<file path="config.mk">
export PLATFORM = sky130hd
export DESIGN_NAME = cpr_ring_ctrl
export DESIGN_NICKNAME = d
export VERILOG_FILES = /design/src/hw/rtl/cpr_pkg.sv /design/src/hw/rtl/cpr_ring_ctrl.sv
export SDC_FILE = /design/constraint.sdc
export NUM_CORES = 1
export LEC_CHECK = 0
export ABC_AREA = 1
export BUFFER_PORTS_ARGS = -buffer_cell sky130_fd_sc_hd__buf_2
export CAP_MARGIN = 20
export CELL_PAD_IN_SITES_DETAIL_PLACEMENT = 1
export CELL_PAD_IN_SITES_GLOBAL_PLACEMENT = 1
export CORE_MARGIN = 2
export CORE_UTILIZATION = 30
export CTS_CLUSTER_SIZE = 28
export DETAILED_ROUTE_END_ITERATION = 8
export PLACE_DENSITY_LB_ADDON = 0.12
export REMOVE_ABC_BUFFERS = 1
export SYNTH_ARGS = -nofsm -noshare
export SYNTH_HDL_FRONTEND = slang
export SYNTH_SLANG_ARGS = --single-unit
</file>
<file path="constraint.sdc">
create_clock -name i_clk -period 3.9 [get_ports i_clk]
set_clock_uncertainty 0.2 [all_clocks]
set_input_delay 0.39 -clock i_clk [delete_from_list [all_inputs] [get_ports i_clk]]
set_output_delay 0.39 -clock i_clk [all_outputs]
set_load 0.03 [all_outputs]
</file>
<file path="src/hw/rtl/cpr_pkg.sv">
// ----------------------------------------------------------------------------
// cpr_pkg
// Shared types and constants of the audio chunk packetizer: defaults for
// chunk length and ring depth, header bytes, request codes, result flags.
// ----------------------------------------------------------------------------
package cpr_pkg;

    localparam int SAMPLES_PER_CHUNK_DEF = 512;
    localparam int RING_DEPTH_DEF        = 16;

    localparam logic [7:0] HDR_BYTE0 = 8'hAD;
    localparam logic [7:0] HDR_BYTE1 = 8'h10;

    typedef enum logic [0:0] {
        REQ_PUSH = 1'b0,
        REQ_POP  = 1'b1
    } t_req_type;

    // status of one finished item, shown for one cycle
    typedef struct packed {
        logic done;
        logic word_valid;
        logic hdr_sel;
        logic last_word;
        logic committed;
        logic dropped;
    } t_cpr_flags;

endpackage

</file>
<file path="src/hw/rtl/cpr_ring_ctrl.sv">
// ----------------------------------------------------------------------------
// cpr_ring_ctrl
// Ring pointers, fill and drop counters. Samples go straight into the slot
// being filled; one spare slot keeps that slot apart from every live packet.
// ----------------------------------------------------------------------------
module cpr_ring_ctrl
    import cpr_pkg::*;
#(
    parameter int SAMPLES_PER_CHUNK = SAMPLES_PER_CHUNK_DEF,
    parameter int RING_DEPTH        = RING_DEPTH_DEF,
    parameter int FW                = $clog2(RING_DEPTH + 1),
    parameter int AW                = $clog2((RING_DEPTH + 1) * SAMPLES_PER_CHUNK)
) (
    input  logic          i_clk,
    input  logic          i_rst_n,
    input  logic          i_start,
    input  logic          i_req_type,
    input  logic [15:0]   i_left_sample,
    input  logic [15:0]   i_right_sample,
    input  logic          i_enable,
    output logic          o_mem_en,
    output logic          o_mem_we,
    output logic [AW-1:0] o_mem_addr,
    output logic [31:0]   o_mem_wdata,
    output t_cpr_flags    o_flags,
    output logic [15:0]   o_hdr_seq,
    output logic [FW-1:0] o_ring_fill,
    output logic [31:0]   o_drop_total
);

    localparam int NSLOT = RING_DEPTH + 1;
    localparam int PW    = (SAMPLES_PER_CHUNK > 1) ? $clog2(SAMPLES_PER_CHUNK) : 1;
    localparam int RW    = $clog2(SAMPLES_PER_CHUNK + 1);
    localparam logic [AW-1:0] LAST_BASE  = AW'((NSLOT - 1) * SAMPLES_PER_CHUNK);
    localparam logic [AW-1:0] SLOT_WORDS = AW'(SAMPLES_PER_CHUNK);

    logic [PW-1:0] r_pos,   n_pos;
    logic [RW-1:0] r_roff,  n_roff;
    logic [AW-1:0] r_wbase, n_wbase;
    logic [AW-1:0] r_rbase, n_rbase;
    logic [FW-1:0] r_fill,  n_fill;
    logic [15:0]   r_seq,   n_seq;
    logic [31:0]   r_drops, n_drops;
    t_cpr_flags    r_flags, n_flags;
    logic [15:0]   r_hdr_seq, n_hdr_seq;

    // next slot base, wrapping over the physical slots
    function automatic logic [AW-1:0] base_next(input logic [AW-1:0] base);
        return (base == LAST_BASE) ? '0 : base + SLOT_WORDS;
    endfunction

    // update ring state and issue the memory access for one item
    always_comb begin
        n_pos       = r_pos;
        n_roff      = r_roff;
        n_wbase     = r_wbase;
        n_rbase     = r_rbase;
        n_fill      = r_fill;
        n_seq       = r_seq;
        n_drops     = r_drops;
        n_flags     = '0;
        n_hdr_seq   = r_hdr_seq;
        o_mem_en    = 1'b0;
        o_mem_we    = 1'b0;
        o_mem_addr  = r_wbase + AW'(r_pos);
        o_mem_wdata = {i_right_sample, i_left_sample};
        if (i_start) begin
            n_flags.done = 1'b1;
            if (t_req_type'(i_req_type) == REQ_PUSH) begin
                if (i_enable) begin
                    o_mem_en = 1'b1;
                    o_mem_we = 1'b1;
                    if (r_pos == PW'(SAMPLES_PER_CHUNK - 1)) begin
                        // commit the chunk, dropping the oldest packet when full
                        n_flags.committed = 1'b1;
                        n_pos   = '0;
                        n_wbase = base_next(r_wbase);
                        n_seq   = r_seq + 16'd1;
                        if (r_fill == FW'(RING_DEPTH)) begin
                            n_flags.dropped = 1'b1;
                            n_rbase = base_next(r_rbase);
                            n_roff  = '0;
                            if (r_drops != '1) begin
                                n_drops = r_drops + 32'd1;
                            end
                        end else begin
                            n_fill = r_fill + FW'(1);
                        end
                    end else begin
                        n_pos = r_pos + PW'(1);
                    end
                end
            end else if (r_fill != '0) begin
                n_flags.word_valid = 1'b1;
                if (r_roff == '0) begin
                    // header carries the oldest packet's sequence number
                    n_flags.hdr_sel = 1'b1;
                    n_hdr_seq = r_seq - 16'(r_fill);
                end else begin
                    o_mem_en   = 1'b1;
                    o_mem_addr = r_rbase + AW'(r_roff) - AW'(1);
                end
                if (r_roff == RW'(SAMPLES_PER_CHUNK)) begin
                    // last word frees the slot
                    n_flags.last_word = 1'b1;
                    n_roff  = '0;
                    n_rbase = base_next(r_rbase);
                    n_fill  = r_fill - FW'(1);
                end else begin
                    n_roff = r_roff + RW'(1);
                end
            end
        end
    end

    // hold control state
    always_ff @(posedge i_clk) begin
        if (!i_rst_n) begin
            r_pos   <= '0;
            r_roff  <= '0;
            r_wbase <= '0;
            r_rbase <= '0;
            r_fill  <= '0;
            r_seq   <= '0;
            r_drops <= '0;
            r_flags <= '0;
        end else begin
            r_pos   <= n_pos;
            r_roff  <= n_roff;
            r_wbase <= n_wbase;
            r_rbase <= n_rbase;
            r_fill  <= n_fill;
            r_seq   <= n_seq;
            r_drops <= n_drops;
            r_flags <= n_flags;
        end
    end

    // header payload
    always_ff @(posedge i_clk) begin
        r_hdr_seq <= n_hdr_seq;
    end

    assign o_flags      = r_flags;
    assign o_hdr_seq    = r_hdr_seq;
    assign o_ring_fill  = r_fill;
    assign o_drop_total = r_drops;

endmodule

</file>
## Word level (Yosys, flattened, before mapping)

Cells that the tools add are included.

- Equal/unequal tests: 9
- Add/sub/neg operators: 12
- Muxes and demuxes: 41
- Reductions and logical operators: 16
- Bitwise gates (word level): 5

Operator list:

| cell | count |
|---|---|
| $mux 14 | 12 |
| $mux 10 | 6 |
| $add 32x1->32 const B | 1 |
| $ne 32x32->1 const B | 1 |
| $mux 5 | 6 |
| $add 14x10->14 const B | 2 |
| $eq 14x14->1 const B | 2 |
| $reduce_and 6->1 | 3 |
| $add 16x1->16 const B | 1 |
| $sub 16x5->16 | 1 |
| $add 14x10->14 | 1 |
| $add 14x9->14 | 1 |
| $sub 14x1->14 const B | 1 |
| $reduce_and 4->1 | 3 |
| $add 10x1->10 const B | 1 |
| $eq 10x10->1 const B | 1 |
| $logic_not 10->1 | 1 |
| $mux 1 | 10 |
| $add 9x1->9 const B | 1 |
| $eq 9x9->1 const B | 1 |
| $mux 9 | 1 |
| $mux 2 | 3 |
| $mux 3 | 2 |
| $mux 6 | 1 |
| other kinds (12) | 20 |

- Bits in registers: 122
- Input bits: 37
- Output and inout port bits: 107

## Logic depth before layout (Yosys ltp)

Gate-level depths: netlist of run 1.

- Depth after elaboration: 6
- Depth in mapped cells: 14
- Mapped depth without buffers: 14

## Worst setup path before layout of run 1

OpenSTA, ideal clock, no wires.

- Path type: register to output
- From: register r_roff[1]
- To: output port o_mem_addr[5]
- Buffers on the path: 0
- Data arrival time: 2,068 ps
- Slack: 1,242 ps
- Required time: 3,310 ps
- Stages on the path, launching flop included: 10
- Cells stage by stage: dfxtp_1 inv_1 ha_1 inv_1 fa_1 inv_1 nand3_1 nand2_1 xor2_1 o21ai_0

- Cells in the longest elaborated chain, start to end: 6

RTL lines:

| what | RTL line | text |
|---|---|---|
| start: declaration | cpr_ring_ctrl.sv:38 | `logic [RW-1:0] r_roff, n_roff;` |
| start signal: assignment | cpr_ring_ctrl.sv:129 | `r_roff <= n_roff;` |
| $add 14x10->14 | cpr_ring_ctrl.sv:101 | `o_mem_addr = r_rbase + AW'(r_roff) - AW'(1);` |
| $sub 14x1->14 | cpr_ring_ctrl.sv:101 |  |
| $mux 14 (*) | cpr_ring_ctrl.sv:95 | `if (r_roff == '0) begin` |
| $mux 14 (*) | cpr_ring_ctrl.sv:93 | `end else if (r_fill != '0) begin` |
| $mux 14 (*) | cpr_ring_ctrl.sv:69 | `if (t_req_type'(i_req_type) == REQ_PUSH) begin` |
| $mux 14 (*) | cpr_ring_ctrl.sv:67 | `if (i_start) begin` |
| end: declaration | cpr_ring_ctrl.sv:23 | `output logic [AW-1:0] o_mem_addr,` |

Mark *: on every way between the ends. The rest lies on a longest branch, timed or not.

## Worst setup path in the final report of run 1

- From: register r_roff[2]
- To: output port o_mem_addr[12]

The elaborated chain is that of the path after synthesis.

==> out/summary.txt, run 1 <==
Layout Cells excl Fill: 1,420
CTS max path bufs: 2
DP Area: 7660 um^2
Area growth, synth to finish: 10.7%
Fin. Hold Viols: 0
most frequent cells in the layout: nand2_1 (293), nor2_1 (130), inv_1 (121)
mapped cell area: 7210 um^2
FF-to-FF setup slack: 870 ps
Reg power frac: 0.469
post-synthesis simple-gate area fraction: 0.362
1st-iter DRT viols: 258
clock group share of total power: 0.430
Synth Area in XOR/XNOR: 0.0401
antenna violations before repair: 0
TritonCTS clock tree: done
Crit-path slowest cell: dfxtp_1
layout cells sized above 1: 0.134
synth unique cells: 40
diode count: 0
status: completed
beginning of the critical path: r_roff[2]
Setup Buffers After CTS: 0
Die X: 159 um
first-pass GRT wire length: 35,400 um
Die Area: 25,300 um^2
final WL: 21,600 um
Worst Path Class, Setup: flop to output pin
Yosys reg bits: 104
CP Max Fanout: 19
Tightest Pin Transition: 639 ps
R2R Path End: r_roff[5]
Core Box Area: 23,500 um^2
adder-cell share of the synthesized area: 0.0846
crit-path cells: inv_1 > ha_1 > nand2_1 > nor2_1 > nand3_1 > nand2_1 > buf_4 > inv_1 > or2_2 > nand2_1 > inv_1 > buf_2
Final Instance Area: 7980 um^2
syn avg cell area: 6.82 um^2
worst endpoint required time: 3310 ps
row count: 56
R2R depth: 9
multiplexer share of the synthesized area: 0
total negative slack: 0 ps
hold buffers post-CTS: 0
CTS Buf Count: 9
relative max-transition margin: 0.574
Syn. warnings: 0
All-Layer GR Usage: 0.173
worst r2r src: r_pos[0]
internal power: 0.00176 W
Power Density: 299 nW/um^2
dpl cells: 1,404
unrepaired setup endpoints after global routing: false
largest family of logic cells by synthesized area: simple AND/OR/NAND/NOR gates
post-synthesis cell count: 1,058
hold path start: i_start
fin crit period: 3210 ps
clk slew on worst S/H paths: 80 ps
vias in the first global route: 6,520
post-CTS sizing: 0
max_cap viols: 0
commonest non-fill, non-tap cell in the layout: nand2_1
final setup violation count: 0
proportion of synthesized chip area in sequential cells: 0.311
Initial Utilization: 0.306
H-tree Lvls: 3
pin count of the biggest net entering global routing: 40
Root Driver: clkbuf_16
hold path endpoint: o_flags[5]
Top delay family on crit path: simple AND/OR/NAND/NOR gates
# nets final: 1,180
Slew Limit Fails: 0
Die Span Y: 159 um
CTS sink count: 104
VDD IR max: 0.166 mV
hpwl dp: 16,900 um
routed vias/inst: 4.64
Gate power share: 0.100
switching pwr: 0.000630 W
Worst path max stage delay: 390 ps
startpoint types: flop
class of the worst hold path: input port to flop
wire length per cell: 15.2 um
# DRC: 0
Final ANT Viol Nets: 0
# IOs: 144
Final period util: 0.822
worst skew pair latency: 360 ps
RePlAce Congestion: 0.755
CP bufs+invs: 5
global route overflow: 0
CP arrival: 2620 ps
hold path cells: 3
Lkg Pwr: 3.65 nW
port buffer count: 79
post-synthesis compound-gate area fraction: 0.0841
Vias: 6,588
Worst setup EP type: output pin
Switching Share: 0.264
fmax: 312 MHz
First-pass DRT Iterations: 4
==> worst max-delay path by stage <==
stage,end,slack [ps],depth (start not counted)
after CTS,o_mem_addr[12],610,12
after floorplan,o_mem_addr[5],1240,9
after global routing,o_mem_addr[6],360,12
after global placement,r_roff[2],980,9
final,o_mem_addr[12],690,12
after detailed placement,r_roff[2],870,9
==> worst reg2reg max path: stages, from the launching register on <==
cell and delay [ps]:
dfxtp_1 400, ha_1 190, nand2_1 100, nor4_1 300, ha_1 350, nand3_1 110
nand2_1 90, nand3_1 430, o21ai_2 600, nor3_1 120
==> state kept, by name, summed over array words and instances (netlist names) <==
register,count
r_rbase,5
r_wbase,5
o_hdr_seq,16
r_roff,10
r_pos,9
o_ring_fill,5
o_drop_total,32
r_seq,16
o_flags,6
==> power groups by stage <==
stage	clock [W]	sequential [W]	combinational, W
after CTS	0.00107	0.00112	0.000244
after global placement	0	0.00115	0.000241
final	0.00103	0.00112	0.000240
after global routing	0.00110	0.00112	0.000274
after floorplan	0	0.00117	0.000149
after detailed placement	0	0.00115	0.000243
==> per-stage QoR <==
stage / util / power [W] / setup slack (ps) / hold slack [ps]
CTS: 0.339 / 0.00244 / 612 / 87.6
finish: 0.339 / 0.00239 / 694 / 116
global placement: 0.325 / 0.00139 / 982 / 250
detailed placement: 0.325 / 0.00139 / 872 / 260
global route: 0.339 / 0.00250 / 361 / 106
floorplan: - / 0.00131 / 1240 / 239
==> Yosys cell counts <==
| cell type | instances | area, um^2 |
|---|---|---|
| nor2_8 | 2 | 40.0 |
| nor2_4 | 5 | 56.3 |
| nor4_1 | 4 | 25.0 |
| fa_1 | 3 | 60.1 |
| xor2_1 | 27 | 236 |
| nor3_1 | 19 | 95.1 |
| edfxtp_1 | 16 | 480 |
| a211oi_1 | 4 | 30.0 |
| buf_6 | 2 | 22.5 |
| ha_1 | 44 | 551 |
| nand4_1 | 27 | 169 |
| o21ai_2 | 1 | 8.76 |
| buf_8 | 2 | 30.0 |
| buf_4 | 33 | 248 |
| o21bai_1 | 3 | 22.5 |
| nand3b_1 | 12 | 90.1 |
| xnor2_1 | 6 | 52.6 |
| or2_2 | 3 | 18.8 |
| clkbuf_1 | 11 | 41.3 |
| nor3b_1 | 7 | 52.6 |
| a21oi_2 | 10 | 87.6 |
| nor3_2 | 1 | 10.0 |
| nand3_1 | 58 | 290 |
| and2_1 | 1 | 6.26 |
| inv_2 | 4 | 15.0 |
| clkinv_1 | 1 | 3.75 |
| nand3_4 | 1 | 17.5 |
| nor2_2 | 5 | 31.3 |
| inv_1 | 121 | 454 |
| buf_2 | 7 | 35.0 |
| nor2_1 | 130 | 488 |
| nand2_4 | 3 | 33.8 |
| a21oi_1 | 52 | 260 |
| o21a_1 | 3 | 22.5 |
| a21o_1 | 2 | 15.0 |
| buf_1 | 1 | 3.75 |
| nand2_1 | 293 | 1100 |
| dfxtp_1 | 88 | 1760 |
| o21ai_0 | 32 | 160 |
| nand2_2 | 14 | 87.6 |
==> cell families after synthesis <==
group           after synthesis
compound gates              107
buf+inv                     182
fa+ha+maj                    47
xor+xnor                     33
flops                       104
simple gates                585
==> metal layers <==
| layer | vias to the layer above | share of wire | GRT usage |
|---|---|---|---|
| met4 | 2 | 0.0073 | 0.0293 |
| met5 | - | 0.0019 | 0.0170 |
| met1 | 3033 | 0.50 | 0.234 |
| met2 | 125 | 0.44 | 0.271 |
| li1 | 3418 | - | - |
| met3 | 10 | 0.057 | 0.0542 |
==> cell type report <==
| type | count | area (um^2) |
|---|---|---|
| clock buffers | 10 | 229 |
| inverters | 126 | 473 |
| flip-flops and latches | 104 | 2240 |
| fillers | 3066 | 15600 |
| multi-input cells | 772 | 4120 |
| repair buffers | 83 | 425 |
| clock inverters | 6 | 97.6 |
| well taps | 319 | 399 |
(Power assumes the default switching activity.)
==> inputs of run 2 (changes only) <==
--- a/config.mk
+++ b/config.mk
@@ -5,7 +5,7 @@
 export SDC_FILE = /design/constraint.sdc
 export NUM_CORES = 1
 export LEC_CHECK = 0
-export ABC_AREA = 1
+export ABC_AREA = 0
 export BUFFER_PORTS_ARGS = -buffer_cell sky130_fd_sc_hd__buf_2
 export CAP_MARGIN = 20
 export CELL_PAD_IN_SITES_DETAIL_PLACEMENT = 1
==> constraint.sdc (replaced) <==
create_clock -name i_clk -period 3.29 [get_ports i_clk]
set_clock_uncertainty 0.2 [all_clocks]
set_input_delay 0.329 -clock i_clk [delete_from_list [all_inputs] [get_ports i_clk]]
set_output_delay 0.329 -clock i_clk [all_outputs]
set_load 0.03 [all_outputs]
==> run 2 against run 1 <==
Worst setup slack worse by 570 ps. Hold slack improved by 38 ps. Critical path depth down 3. Synthesized area down 11%. First-iteration DRC count shrank 16%. Cell count fell by 23%. Global-route usage about the same. Flip-flop and latch count stayed put. Wire length decreased by 11%. Power grew 11%.
==> out/summary.txt, run 2 <==
FF-to-FF setup slack: 170 ps
# DRC: 0
Area growth, synth to finish: 14.5%
Vias: 5,688
worst r2r src: r_pos[3]
CP arrival: 2640 ps
class of the worst hold path: input port to flop
post-synthesis cell count: 763
Worst setup EP type: output pin
Die X: 150 um
proportion of synthesized chip area in sequential cells: 0.349
Final period util: 0.962
fmax: 316 MHz
Layout Cells excl Fill: 1,092
Core Box Area: 21,000 um^2
layout cells sized above 1: 0.184
Crit-path slowest cell: or4_1
hold path endpoint: o_flags[5]
Slew Limit Fails: 0
1st-iter DRT viols: 217
worst skew pair latency: 360 ps
final WL: 19,300 um
Root Driver: clkbuf_16
Yosys reg bits: 104
port buffer count: 79
pin count of the biggest net entering global routing: 43
VDD IR max: 0.186 mV
most frequent cells in the layout: dfxtp_1 (80), buf_2 (77), nand2_1 (65)
Fin. Hold Viols: 0
syn avg cell area: 8.42 um^2
All-Layer GR Usage: 0.172
max_cap viols: 0
CTS max path bufs: 2
count of flip-flops with a built-in enable after synthesis: 16
Yosys top cell by area: dfxtp_1
status: completed
final setup violation count: 0
Main synth FF type: dfxtp_1
H-tree Lvls: 3
count leader, synth: dfxtp_1
Lkg Pwr: 2.81 nW
R2R depth: 10
commonest non-fill, non-tap cell in the layout: dfxtp_1
fin crit period: 3170 ps
RePlAce Congestion: 0.807
vias in the first global route: 5,708
row count: 53
R2R Path End: o_drop_total[31]
Final Instance Area: 7350 um^2
# nets final: 895
max reg flops: 32
hold path cells: 2
worst endpoint required time: 2760 ps
Layout fillers: 2,513
startpoint types: flop
clk slew on worst S/H paths: 70 ps
First-pass DRT Iterations: 4
DP Area: 6950 um^2
routed vias/inst: 5.21
Final ANT Viol Nets: 0
CTS sink count: 104
Worst path max stage delay: 480 ps
hold buffers post-CTS: 0
first-pass GRT wire length: 30,700 um
Die Span Y: 150 um
hpwl dp: 14,400 um
hold path start: i_start
Power Density: 361 nW/um^2
Synth top cells by count: dfxtp_1 (88), nand2_1 (65), nor2_1 (58)
relative max-transition margin: 0.405
CP Max Fanout: 10
mapped cell area: 6420 um^2
global route overflow: 0
wire length per cell: 17.6 um
Tightest Pin Transition: 892 ps
CP bufs+invs: 3
synth unique cells: 58
TritonCTS clock tree: done
dpl cells: 1,073
Worst Path Class, Setup: flop to output pin
Initial Utilization: 0.306
antenna violations before repair: 1
Final Core Density: 0.350
largest cells by area after synthesis: dfxtp_1 (27%), ha_1 (8.6%), edfxtp_1 (7.5%)
crit-path cells: buf_4 > inv_1 > ha_1 > and4b_1 > and3_1 > or2_4 > or4_1 > nand3_1 > clkbuf_4
Top delay family on crit path: simple AND/OR/NAND/NOR gates
CTS Buf Count: 9
top-area cell type share of the netlist area: 0.274
Post-synth ARST share: 0
Syn. warnings: 0
Die Area: 22,600 um^2
# IOs: 144
[run 2: how the worst max path moves through the flow]
stage | start | end | cells after the start
finish | r_roff[0] | o_mem_addr[7] | 9
global route | r_pos[4] | o_drop_total[27] | 10
CTS | r_roff[1] | o_mem_addr[11] | 11
detailed placement | r_roff[1] | o_mem_addr[11] | 11
global placement | r_pos[4] | o_drop_total[31] | 10
floorplan | r_pos[2] | o_drop_total[27] | 9
[run 2: area by class of cell]
| type | instances | area (um^2) | area share |
|---|---|---|---|
| antenna | 1 | 2.50 | 0.000340 |
| sequential | 104 | 2250 | 0.307 |
| inverter | 47 | 179 | 0.0243 |
| clock inverter | 7 | 62.6 | 0.00851 |
| multi-input combinational | 546 | 3690 | 0.502 |
| timing repair buffer | 103 | 592 | 0.0805 |
| clock buffer | 9 | 225 | 0.0306 |
| tap | 275 | 344 | 0.0468 |
[run 2: worst reg2reg max path: cells and delay by family (launching register included)]
family                     cells  cell delay [ps]
adders and majority gates      1              200
DFF                            1              350
buffers and inverters          1              170
AOI/OAI and AO/OA              1              140
and+or+nand+nor                7             2000
[run 2: cell families (layout without fill, tap and decap cells)]
logic type | Yosys count | in the layout | share of synthesized area
AND/OR/NAND/NOR | 303 | 303 | 0.250
AO/OA/AOI/OAI | 134 | 134 | 0.132
buffers and inverters | 113 | 166 | 0.0865
flip-flops | 104 | 104 | 0.349
XOR/XNOR | 49 | 49 | 0.0668
adder cells (fa/ha/maj) | 47 | 47 | 0.0951
multiplexers | 13 | 13 | 0.0203
other | 0 | 1 | 0
[run 2: through the flow]
stage               hold WS [ps]  setup WS, ps  total power [W]  setup TNS, ps
finish                       154           124          0.00265              0
global route                 135         -14.4          0.00277          -14.4
CTS                          146          8.00          0.00270              0
detailed placement           290          60.8          0.00160              0
global placement             271           171          0.00160              0
floorplan                    251         -88.5          0.00151           -220
[run 2: where the power goes]
part           internal (W)  switching (W)  leakage (nW)  total (W)
logic             0.0000879       0.000162          1.80   0.000250
clock network      0.000584       0.000495         0.146    0.00108
registers           0.00131     0.00000949         0.862    0.00132
total               0.00198       0.000667          2.81    0.00265
[run 2: routing by layer]
metal  track usage  part of all wire  vias up
met5       0.00682                 0        -
met4        0.0448             0.010        0
met3        0.0548             0.064       12
met2         0.280              0.46      120
met1         0.220              0.46     2767
li1              -                 -     2789
[run 2: repair_timing]
item,in CTS,in global routing
setup buffers,2,0
pin swaps,4,2
resized for setup,12,19
endpoints found under the setup margin,5,18
endpoints found under the hold margin,0,0
